$ cat src/hdl/plt_pkg.sv
// Shared types and codes for the playback lifecycle tracker.
// Used by plt_step and playback_lifecycle_tracker; no dependencies.
package plt_pkg;

  localparam int unsigned TagW   = 32;
  localparam int unsigned CountW = 8;
  localparam int unsigned CycW   = 16;

  localparam logic signed [31:0] KIND_NONE = -32'sd1;

  typedef enum logic [3:0] {
    ACT_BEGIN_PREPARE = 4'd0,
    ACT_COMMIT        = 4'd1,
    ACT_FRAME         = 4'd2,
    ACT_PREP_FAIL     = 4'd3,
    ACT_FAIL_VISIBLE  = 4'd4,
    ACT_PROGRESS      = 4'd5,
    ACT_WSTART        = 4'd6,
    ACT_WSTOP         = 4'd7,
    ACT_WEXIT         = 4'd8
  } action_t;

  typedef enum logic [2:0] {
    PH_IDLE = 3'd0,
    PH_PREP = 3'd1,
    PH_PLAY = 3'd2,
    PH_DONE = 3'd3,
    PH_FAIL = 3'd4
  } phase_t;

  typedef enum logic [2:0] {
    EV_NONE      = 3'd0,
    EV_PREPARING = 3'd1,
    EV_COMMITTED = 3'd2,
    EV_CYCLE     = 3'd3,
    EV_COMPLETED = 3'd4,
    EV_FAILED    = 3'd5
  } ev_kind_t;

  typedef struct packed {
    action_t            action;
    logic [TagW-1:0]    generation;
    logic [TagW-1:0]    ticket;
    logic signed [31:0] clip_kind;
    logic [31:0]        frame_number;
    logic [31:0]        frame_total;
    logic               looping;
    logic [3:0]         failure_code;
  } item_t;

  typedef struct packed {
    phase_t             phase;
    logic [TagW-1:0]    prep_generation;
    logic [TagW-1:0]    prep_ticket;
    logic signed [31:0] prep_kind;
    logic [TagW-1:0]    shown_generation;
    logic [TagW-1:0]    shown_ticket;
    logic signed [31:0] shown_kind;
    logic [CountW-1:0]  prep_fail_count;
    logic [31:0]        cycle_count;
    logic               terminal_sent;
    logic [31:0]        event_counter;
    logic               worker_on;
    logic               stop_requested;
  } state_t;

  typedef struct packed {
    ev_kind_t           event_kind;
    logic [3:0]         event_failure;
    logic [TagW-1:0]    event_generation;
    logic [TagW-1:0]    event_ticket;
    logic signed [31:0] event_clip_kind;
    logic [CycW-1:0]    cycles_done;
    logic [31:0]        sequence_number;
    phase_t             phase_now;
    logic               retry_allowed;
    logic               worker_active;
    logic               stop_pending;
    logic               last;
  } result_t;

endpackage

$ cat src/hdl/playback_lifecycle_tracker.sv
// A word accepted into the input register is evaluated there by plt_step; its result
// words are loaded into the two-entry result buffer and offered from its head.
// One input word per cycle while the output takes each result word as offered; a
// commit that yields two results holds the input side while the result buffer drains.
// Reset (rst, synchronous): phase idle, tags cleared, kinds none, counters and
// worker flags zero, failure limit zero, both buffers empty.
module playback_lifecycle_tracker (
  input  logic         clk,
  input  logic         rst,
  input  logic         cfg_valid,
  output logic         cfg_ready,
  input  logic [7:0]   cfg_data,      // prepare_failure_limit
  input  logic         s_axis_tvalid,
  output logic         s_axis_tready,
  // generation[31:0], ticket[63:32], clip_kind[95:64], frame_number[127:96],
  // frame_total[159:128], looping[160], failure_code[164:161], zero pad
  input  logic [167:0] s_axis_tdata,
  input  logic [3:0]   s_axis_tuser,  // action
  output logic         m_axis_tvalid,
  input  logic         m_axis_tready,
  // event_failure[3:0], event_generation[35:4], event_ticket[67:36],
  // event_clip_kind[99:68], cycles_done[115:100], sequence_number[147:116],
  // phase_now[150:148], retry_allowed[151], worker_active[152],
  // stop_pending[153], zero pad
  output logic [159:0] m_axis_tdata,
  output logic [2:0]   m_axis_tuser,  // event_kind
  output logic         m_axis_tlast
);
  import plt_pkg::*;

  logic       [7:0] limit;
  state_t           state;
  state_t           state_next;
  item_t            in_item;
  logic             in_valid;
  result_t          slot0;
  result_t          slot1;
  logic       [1:0] count;
  result_t          res0;
  result_t          res1;
  logic             two;
  logic             m_fire;
  logic             can_load;
  logic             step_fire;

  assign cfg_ready     = 1'b1;
  assign m_fire        = m_axis_tvalid && m_axis_tready;
  assign can_load      = (count == 2'd0) || ((count == 2'd1) && m_fire);
  assign step_fire     = in_valid && can_load;
  assign s_axis_tready = !in_valid || step_fire;

  always_ff @(posedge clk) begin
    if (rst) begin
      limit <= '0;
    end else if (cfg_valid && cfg_ready) begin
      limit <= cfg_data;
    end
  end

  // input register
  always_ff @(posedge clk) begin
    if (rst) begin
      in_valid <= 1'b0;
    end else if (s_axis_tready) begin
      in_valid <= s_axis_tvalid;
    end
  end

  always_ff @(posedge clk) begin
    if (s_axis_tvalid && s_axis_tready) begin
      in_item.action       <= action_t'(s_axis_tuser);
      in_item.generation   <= s_axis_tdata[31:0];
      in_item.ticket       <= s_axis_tdata[63:32];
      in_item.clip_kind    <= s_axis_tdata[95:64];
      in_item.frame_number <= s_axis_tdata[127:96];
      in_item.frame_total  <= s_axis_tdata[159:128];
      in_item.looping      <= s_axis_tdata[160];
      in_item.failure_code <= s_axis_tdata[164:161];
    end
  end

  plt_step u_step (
    .cur   (state),
    .item  (in_item),
    .limit (limit),
    .nxt   (state_next),
    .res0  (res0),
    .res1  (res1),
    .two   (two)
  );

  always_ff @(posedge clk) begin
    if (rst) begin
      state.phase            <= PH_IDLE;
      state.prep_generation  <= '0;
      state.prep_ticket      <= '0;
      state.prep_kind        <= KIND_NONE;
      state.shown_generation <= '0;
      state.shown_ticket     <= '0;
      state.shown_kind       <= KIND_NONE;
      state.prep_fail_count  <= '0;
      state.cycle_count      <= '0;
      state.terminal_sent    <= 1'b0;
      state.event_counter    <= '0;
      state.worker_on        <= 1'b0;
      state.stop_requested   <= 1'b0;
    end else if (step_fire) begin
      state <= state_next;
    end
  end

  // two-entry result buffer, slot0 is the head
  always_ff @(posedge clk) begin
    if (rst) begin
      count <= 2'd0;
    end else if (step_fire) begin
      count <= two ? 2'd2 : 2'd1;
    end else if (m_fire) begin
      count <= count - 2'd1;
    end
  end

  always_ff @(posedge clk) begin
    if (step_fire) begin
      slot0 <= res0;
      slot1 <= res1;
    end else if (m_fire) begin
      slot0 <= slot1;
    end
  end

  assign m_axis_tvalid = count != 2'd0;
  assign m_axis_tuser  = slot0.event_kind;
  assign m_axis_tlast  = slot0.last;
  assign m_axis_tdata  = {6'd0, slot0.stop_pending, slot0.worker_active, slot0.retry_allowed,
                          slot0.phase_now, slot0.sequence_number, slot0.cycles_done,
                          slot0.event_clip_kind, slot0.event_ticket, slot0.event_generation,
                          slot0.event_failure};

  a_count_range: assert property (@(posedge clk) disable iff (rst) count != 2'd3)
    else $error("result buffer count out of range");

  a_pair_loaded: assert property (@(posedge clk) disable iff (rst)
    step_fire && two |=> count == 2'd2 && !m_axis_tlast)
    else $error("two-result word not buffered as a pair");

  a_status_single: assert property (@(posedge clk) disable iff (rst)
    m_axis_tvalid && (m_axis_tuser == EV_NONE) |-> m_axis_tlast)
    else $error("status word not marked last");

  a_seq_count: assert property (@(posedge clk) disable iff (rst)
    step_fire |=> state.event_counter ==
      $past(state.event_counter) + ($past(two) ? 32'd2 :
      (($past(res0.event_kind) != EV_NONE) ? 32'd1 : 32'd0)))
    else $error("event counter does not match emitted events");

  a_hold_input: assert property (@(posedge clk) disable iff (rst)
    in_valid && !can_load |=> in_valid && $stable(in_item))
    else $error("held input word lost");

endmodule

$ cat src/hdl/plt_step.sv
// Next-state and result logic for one event word of the lifecycle tracker.
// Purely combinational; depends on plt_pkg.
module plt_step (
  input  plt_pkg::state_t  cur,
  input  plt_pkg::item_t   item,
  input  logic [7:0]       limit,
  output plt_pkg::state_t  nxt,
  output plt_pkg::result_t res0,
  output plt_pkg::result_t res1,
  output logic             two
);
  import plt_pkg::*;

  logic               prep_match;
  logic               shown_match;
  logic               at_end;
  logic [CountW-1:0]  fail_cnt_sat;
  logic [31:0]        cyc_inc;
  logic [1:0]         n_ev;
  ev_kind_t           k0;
  ev_kind_t           k1;
  logic [3:0]         f0;
  logic signed [31:0] c0;
  logic [CycW-1:0]    cd0;
  logic [CycW-1:0]    cd1;
  logic               retry;

  assign prep_match   = (cur.phase == PH_PREP) && (cur.prep_generation == item.generation) &&
                        (cur.prep_ticket == item.ticket);
  assign shown_match  = (cur.shown_generation == item.generation) &&
                        (cur.shown_ticket == item.ticket);
  assign at_end       = item.frame_number == (item.frame_total - 32'd1);
  assign fail_cnt_sat = (cur.prep_fail_count == {CountW{1'b1}}) ? cur.prep_fail_count
                                                               : cur.prep_fail_count + 8'd1;
  assign cyc_inc      = cur.cycle_count + 32'd1;

  always_comb begin
    nxt  = cur;
    n_ev = 2'd0;
    k0   = EV_NONE;
    k1   = EV_NONE;
    f0   = 4'd0;
    c0   = item.clip_kind;
    cd0  = cur.cycle_count[CycW-1:0];
    cd1  = '0;
    unique case (item.action)
      ACT_BEGIN_PREPARE: begin
        if (item.generation != '0) begin
          nxt.phase           = PH_PREP;
          nxt.prep_generation = item.generation;
          nxt.prep_ticket     = item.ticket;
          nxt.prep_kind       = item.clip_kind;
          nxt.prep_fail_count = '0;
          nxt.terminal_sent   = 1'b0;
          n_ev                = 2'd1;
          k0                  = EV_PREPARING;
        end
      end
      ACT_COMMIT: begin
        if (prep_match && (cur.prep_kind == item.clip_kind) && (item.frame_total != '0)) begin
          nxt.shown_generation = item.generation;
          nxt.shown_ticket     = item.ticket;
          nxt.shown_kind       = item.clip_kind;
          nxt.prep_generation  = '0;
          nxt.prep_ticket      = '0;
          nxt.prep_kind        = KIND_NONE;
          nxt.prep_fail_count  = '0;
          nxt.cycle_count      = '0;
          nxt.phase            = PH_PLAY;
          n_ev                 = 2'd1;
          k0                   = EV_COMMITTED;
          cd0                  = '0;
          // single-frame clip finishes (or wraps) on the commit itself
          if (item.frame_total == 32'd1) begin
            n_ev = 2'd2;
            if (item.looping) begin
              nxt.cycle_count = 32'd1;
              k1              = EV_CYCLE;
              cd1             = 16'd1;
            end else begin
              nxt.phase         = PH_DONE;
              nxt.terminal_sent = 1'b1;
              k1                = EV_COMPLETED;
            end
          end
        end
      end
      ACT_FRAME: begin
        if (shown_match && (item.frame_total != '0) &&
            ((cur.phase == PH_PLAY) || (cur.phase == PH_DONE))) begin
          c0 = cur.shown_kind;
          if (item.looping && at_end) begin
            nxt.cycle_count = cyc_inc;
            n_ev            = 2'd1;
            k0              = EV_CYCLE;
            cd0             = cyc_inc[CycW-1:0];
          end else if (!item.looping && at_end && !cur.terminal_sent) begin
            nxt.phase         = PH_DONE;
            nxt.terminal_sent = 1'b1;
            n_ev              = 2'd1;
            k0                = EV_COMPLETED;
          end
        end
      end
      ACT_PREP_FAIL: begin
        if (prep_match && !cur.terminal_sent) begin
          nxt.prep_fail_count = fail_cnt_sat;
          if ((limit == '0) || (fail_cnt_sat >= limit)) begin
            nxt.phase           = PH_FAIL;
            nxt.prep_generation = '0;
            nxt.prep_ticket     = '0;
            nxt.prep_kind       = KIND_NONE;
            nxt.terminal_sent   = 1'b1;
            n_ev                = 2'd1;
            k0                  = EV_FAILED;
            f0                  = item.failure_code;
            c0                  = cur.prep_kind;
          end
        end
      end
      ACT_FAIL_VISIBLE: begin
        if (shown_match && !cur.terminal_sent && (cur.phase == PH_PLAY)) begin
          nxt.phase         = PH_FAIL;
          nxt.terminal_sent = 1'b1;
          n_ev              = 2'd1;
          k0                = EV_FAILED;
          f0                = item.failure_code;
          c0                = cur.shown_kind;
        end
      end
      ACT_PROGRESS: begin
        if (prep_match) begin
          nxt.prep_fail_count = '0;
        end
      end
      ACT_WSTART: begin
        nxt.worker_on      = 1'b1;
        nxt.stop_requested = 1'b0;
      end
      ACT_WSTOP: begin
        if (cur.worker_on) begin
          nxt.stop_requested = 1'b1;
        end
      end
      ACT_WEXIT: begin
        nxt.worker_on      = 1'b0;
        nxt.stop_requested = 1'b0;
      end
      default: begin
      end
    endcase
    nxt.event_counter = cur.event_counter + {30'd0, n_ev};
  end

  assign retry = (nxt.phase == PH_PREP) && (nxt.prep_generation == item.generation) &&
                 (nxt.prep_ticket == item.ticket) && !nxt.terminal_sent;
  assign two   = n_ev == 2'd2;

  always_comb begin
    res0.event_kind       = k0;
    res0.event_failure    = f0;
    res0.event_generation = item.generation;
    res0.event_ticket     = item.ticket;
    res0.event_clip_kind  = c0;
    res0.cycles_done      = cd0;
    res0.sequence_number  = cur.event_counter + 32'd1;
    res0.phase_now        = nxt.phase;
    res0.retry_allowed    = retry;
    res0.worker_active    = nxt.worker_on;
    res0.stop_pending     = nxt.stop_requested;
    res0.last             = !two;
    if (n_ev == 2'd0) begin
      // status-only word
      res0.event_failure    = 4'd0;
      res0.event_generation = '0;
      res0.event_ticket     = '0;
      res0.event_clip_kind  = KIND_NONE;
      res0.cycles_done      = nxt.cycle_count[CycW-1:0];
      res0.sequence_number  = cur.event_counter;
    end

    res1                  = res0;
    res1.event_kind       = k1;
    res1.event_failure    = 4'd0;
    res1.cycles_done      = cd1;
    res1.sequence_number  = cur.event_counter + 32'd2;
    res1.last             = 1'b1;
  end

endmodule

$ cat config.mk
export PLATFORM = sky130hd
export DESIGN_NAME = playback_lifecycle_tracker
export DESIGN_NICKNAME = d
export VERILOG_FILES = /design/src/hdl/plt_pkg.sv /design/src/hdl/playback_lifecycle_tracker.sv /design/src/hdl/plt_step.sv
export SDC_FILE = /design/constraint.sdc
export NUM_CORES = 2
export LEC_CHECK = 0
export ABC_AREA = 0
export BUFFER_PORTS_ARGS = -buffer_cell sky130_fd_sc_hd__buf_4
export CAP_MARGIN = 20
export CORE_MARGIN = 1.5
export CORE_UTILIZATION = 53
export DETAILED_ROUTE_END_ITERATION = 10
export PLACE_DENSITY = 0.73
export SYNTH_ARGS = -nofsm -noshare
export SYNTH_HDL_FRONTEND = slang
export SYNTH_SLANG_ARGS = --single-unit
$ cat constraint.sdc
create_clock -name clk -period 9.36 [get_ports clk]
set_clock_uncertainty 0.05 [all_clocks]
set_input_delay 1.404 -clock clk [delete_from_list [all_inputs] [get_ports clk]]
set_output_delay 1.404 -clock clk [all_outputs]
set_load 0.05 [all_outputs]
==> metrics.txt <==
drt pass-1 iters=8; crit end category=flop; row count=93; Slew @ Worst Pin=1.10 ns; CTS tree=built; first-pass GRT wire length=143000 um; pwr dens=208 nW/um^2; Final min period=6.65 ns; Final period util=between 70 and 80%; vias in the first global route=24412; hold depth=2; initial antenna violation count=4; GR Overflow Total=0; layout cells sized above 1=between 20% and 30%; Top Family by Delay on Critical Path=simple AND/OR/NAND/NOR gates; synthesized instance count=3108; Die X-Extent=257 um; drt via density=5.97; asr flop ratio synth=0%; crit-path max cell delay=0.76 ns; Fill cells=approximately 5100; Detail Route Antenna Nets=0; Place WS=2.73 ns; drt total wl=94100 um; Num Clock Sinks=728; synth top area cells=edfxtp_1 41%, dfxtp_1 15%, xnor2_1 4.9%, nor2_1 3.6%, mux2i_1 2.3%; Crit path arrival time=between 7 and 8 ns; final max-slew violation count=0; post-synthesis cell area=34300 um^2; most frequent cell after synthesis=edfxtp_1; pin count of the biggest net entering global routing=~170; Hold Path Class=reg -> reg; DR iter-0 viols=2617; Final Hold Viols=0; CORE AREA=64200 um^2; Hold Startpoint=state[0]; Rel. slew slack=about a quarter; post-synth top area share=40.6%; FMAX=150 MHz; worst r2r src=in_item[10]; Initial Util=53.4%; MaxCap Viol Count=0; syn_area_per_cell=11.0 um^2; Seq/Total Area, Yosys=~56%; synthesized flop and latch total=728; H-tree level count=3; R2R cell count=20; Ports=352; R2R Path End=state[28]; die area=66200 um^2; crit path cell chain=or4_1, or4_4, nor4_1, xnor2_1, nand4_1, or4_1, nor4_2, buf_4, nand3_1, nand2_1, a211o_1, ha_1, inv_1, fa_1, nor2_1, nand3_1, nor3_1, nor2b_1, xnor2_1, nor2_1; hold endpoint=state[0]; Post-synth EDFFs=463; Routability Congestion=around 0.95; Post-synth top cells=463 x edfxtp_1, 330 x nor2_1, 265 x dfxtp_1; Unique masters post-synth=88; post-CTS sizing=0; total number of vias=25446; PnR worst setup slack=2.71 ns; Post-DP HPWL=~64000 um; Post-synth top flop=edfxtp_1; status=completed; Final setup viols=0; clock root buffer master=clkbuf_16; Setup Fix Bufs, Post-CTS=0; Nets=3543; reg2reg setup slack=2.71 ns; port bufs=341; Worst Path Required=9.77 ns; area grow syn2layout=16.2%; Crit Path Class=reg -> reg; top cell type by total area after synthesis=edfxtp_1; WL/cell=22.1 um; CP Depth=20; # DRC=0; Worst path slowest cell=or4_1; Syn. warnings=0; Max Buffers Root-to-Sink=3; Crit Path Max Fanout=21; CTS Hold Bufs=0; final setup TNS=0 ns; Clk pin slew, worst setup/hold paths=roughly 0.060 ns; Worst setup SP type=flop; buffers plus inverters on the worst setup path=2; GRT Overall Usage=27.7%; worst-skew pair later-pin latency=0.62 ns; Leak=0.0137 uW; RSZ-0062 raised after global routing=false; Die Ht=257 um; CTS Buf Count=77; Max IR drop VDD=about 0.00019 V
==> cell type report <==
type                            count  area (um^2)  share of cell area (%)
Timing Repair Buffer              396         3000                    7.53
Antenna cell                        1         2.50                 0.00628
Clock buffer                      104         2120                    5.33
Multi-Input combinational cell   2038        13700                    34.4
Inverter                           98          375                   0.942
Tap cell                          855         1070                    2.69
Clock inverter                     39          349                   0.876
Sequential cell                   728        19200                    48.2
==> power by group <==
group	switching (uW)	internal [uW]
Clock	1280	1740
Sequential	170	3740
Combinational	953	409
==> placed cells by master (no fill, tap or decap), types with 44 or more instances in the layout <==
cell type  count
edfxtp_1     463
nor2b_1       57
clkbuf_16     80
xnor2_1      193
nand2_1      204
dfxtp_1      265
nor4_1        61
xor2_1        76
and2_1        53
nor2_1       327
mux2i_1       78
a21oi_1       65
inv_1         97
nand4_1       83
a22oi_1       99
buf_4        392
mux2_2        64
nor3_1        44
a31oi_1       57
o21ai_0       61
nand3_1       63
==> per-layer routing <==
layer / part of all wire [%] / GRT usage (%) / routed length [um] / vias up
li1: - / - / - / 11696
met1: 43 / 39.2 / 40600 / 12354
met2: 45 / 42.6 / 42500 / 1185
met3: 8.3 / 4.54 / 7860 / 211
met4: 3.4 / 10.8 / 3190 / 0
met5: 0 / 0 / 0 / -
==> worst register-to-register path, delay by kind of cell, from the launching register on <==
family | cells | cell delay [ns]
XOR/XNOR | 2 | 0.32
buffers and inverters | 2 | 0.36
adder cells (fa/ha/maj) | 2 | 0.54
flip-flops | 1 | 0.51
AO/OA/AOI/OAI | 1 | 0.13
AND/OR/NAND/NOR | 13 | 4.61
==> per-stage QoR <==
step | total power (uW) | std cells | hold WS (ns) | utilization [%] | instance area, um^2
finish | 8290 | 4259 | 0.431 | 62.0 | 39800
global route | 8540 | 4259 | 0.453 | 62.0 | 39800
CTS | 8330 | 4256 | 0.430 | 62.0 | 39800
detailed placement | 5340 | 4113 | 0.422 | 58.1 | 37300
global placement | 5310 | 4113 | 0.407 | 58.1 | 37300
floorplan | 4860 | 3113 | 0.395 | - | 34300
==> cells by family after synthesis <==
kind of cell    Yosys count  share of synthesized area (%)
flops                   728                           56.0
fa+ha+maj                19                          0.715
mux                     163                           5.30
compound gates          481                           9.83
buf+inv                 347                           4.20
xor+xnor                270                           6.94
simple gates           1098                           17.0
other cells               2                         0.0219
==> state kept, by name, summed over array words and instances (netlist names) <==
register and cells:
in_item 169, slot1 136, limit 8, count 2
m_axis_tdata 154, m_axis_tuser 3, state 254, m_axis_tlast 1
in_valid 1
==> how the worst max path moves through the flow <==
stage	from	to	slack [ns]
5_1_grt	in_item[5]	state[28]	2.29
6_report	in_item[10]	state[28]	2.71
3_5_place_dp	in_item[10]	state[28]	2.73
2_1_floorplan	m_axis_tready	m_axis_tdata[100]	2.33
4_1_cts	in_item[10]	state[28]	2.70
3_3_place_gp	in_item[10]	state[28]	2.81
(Power assumes the default switching activity.)
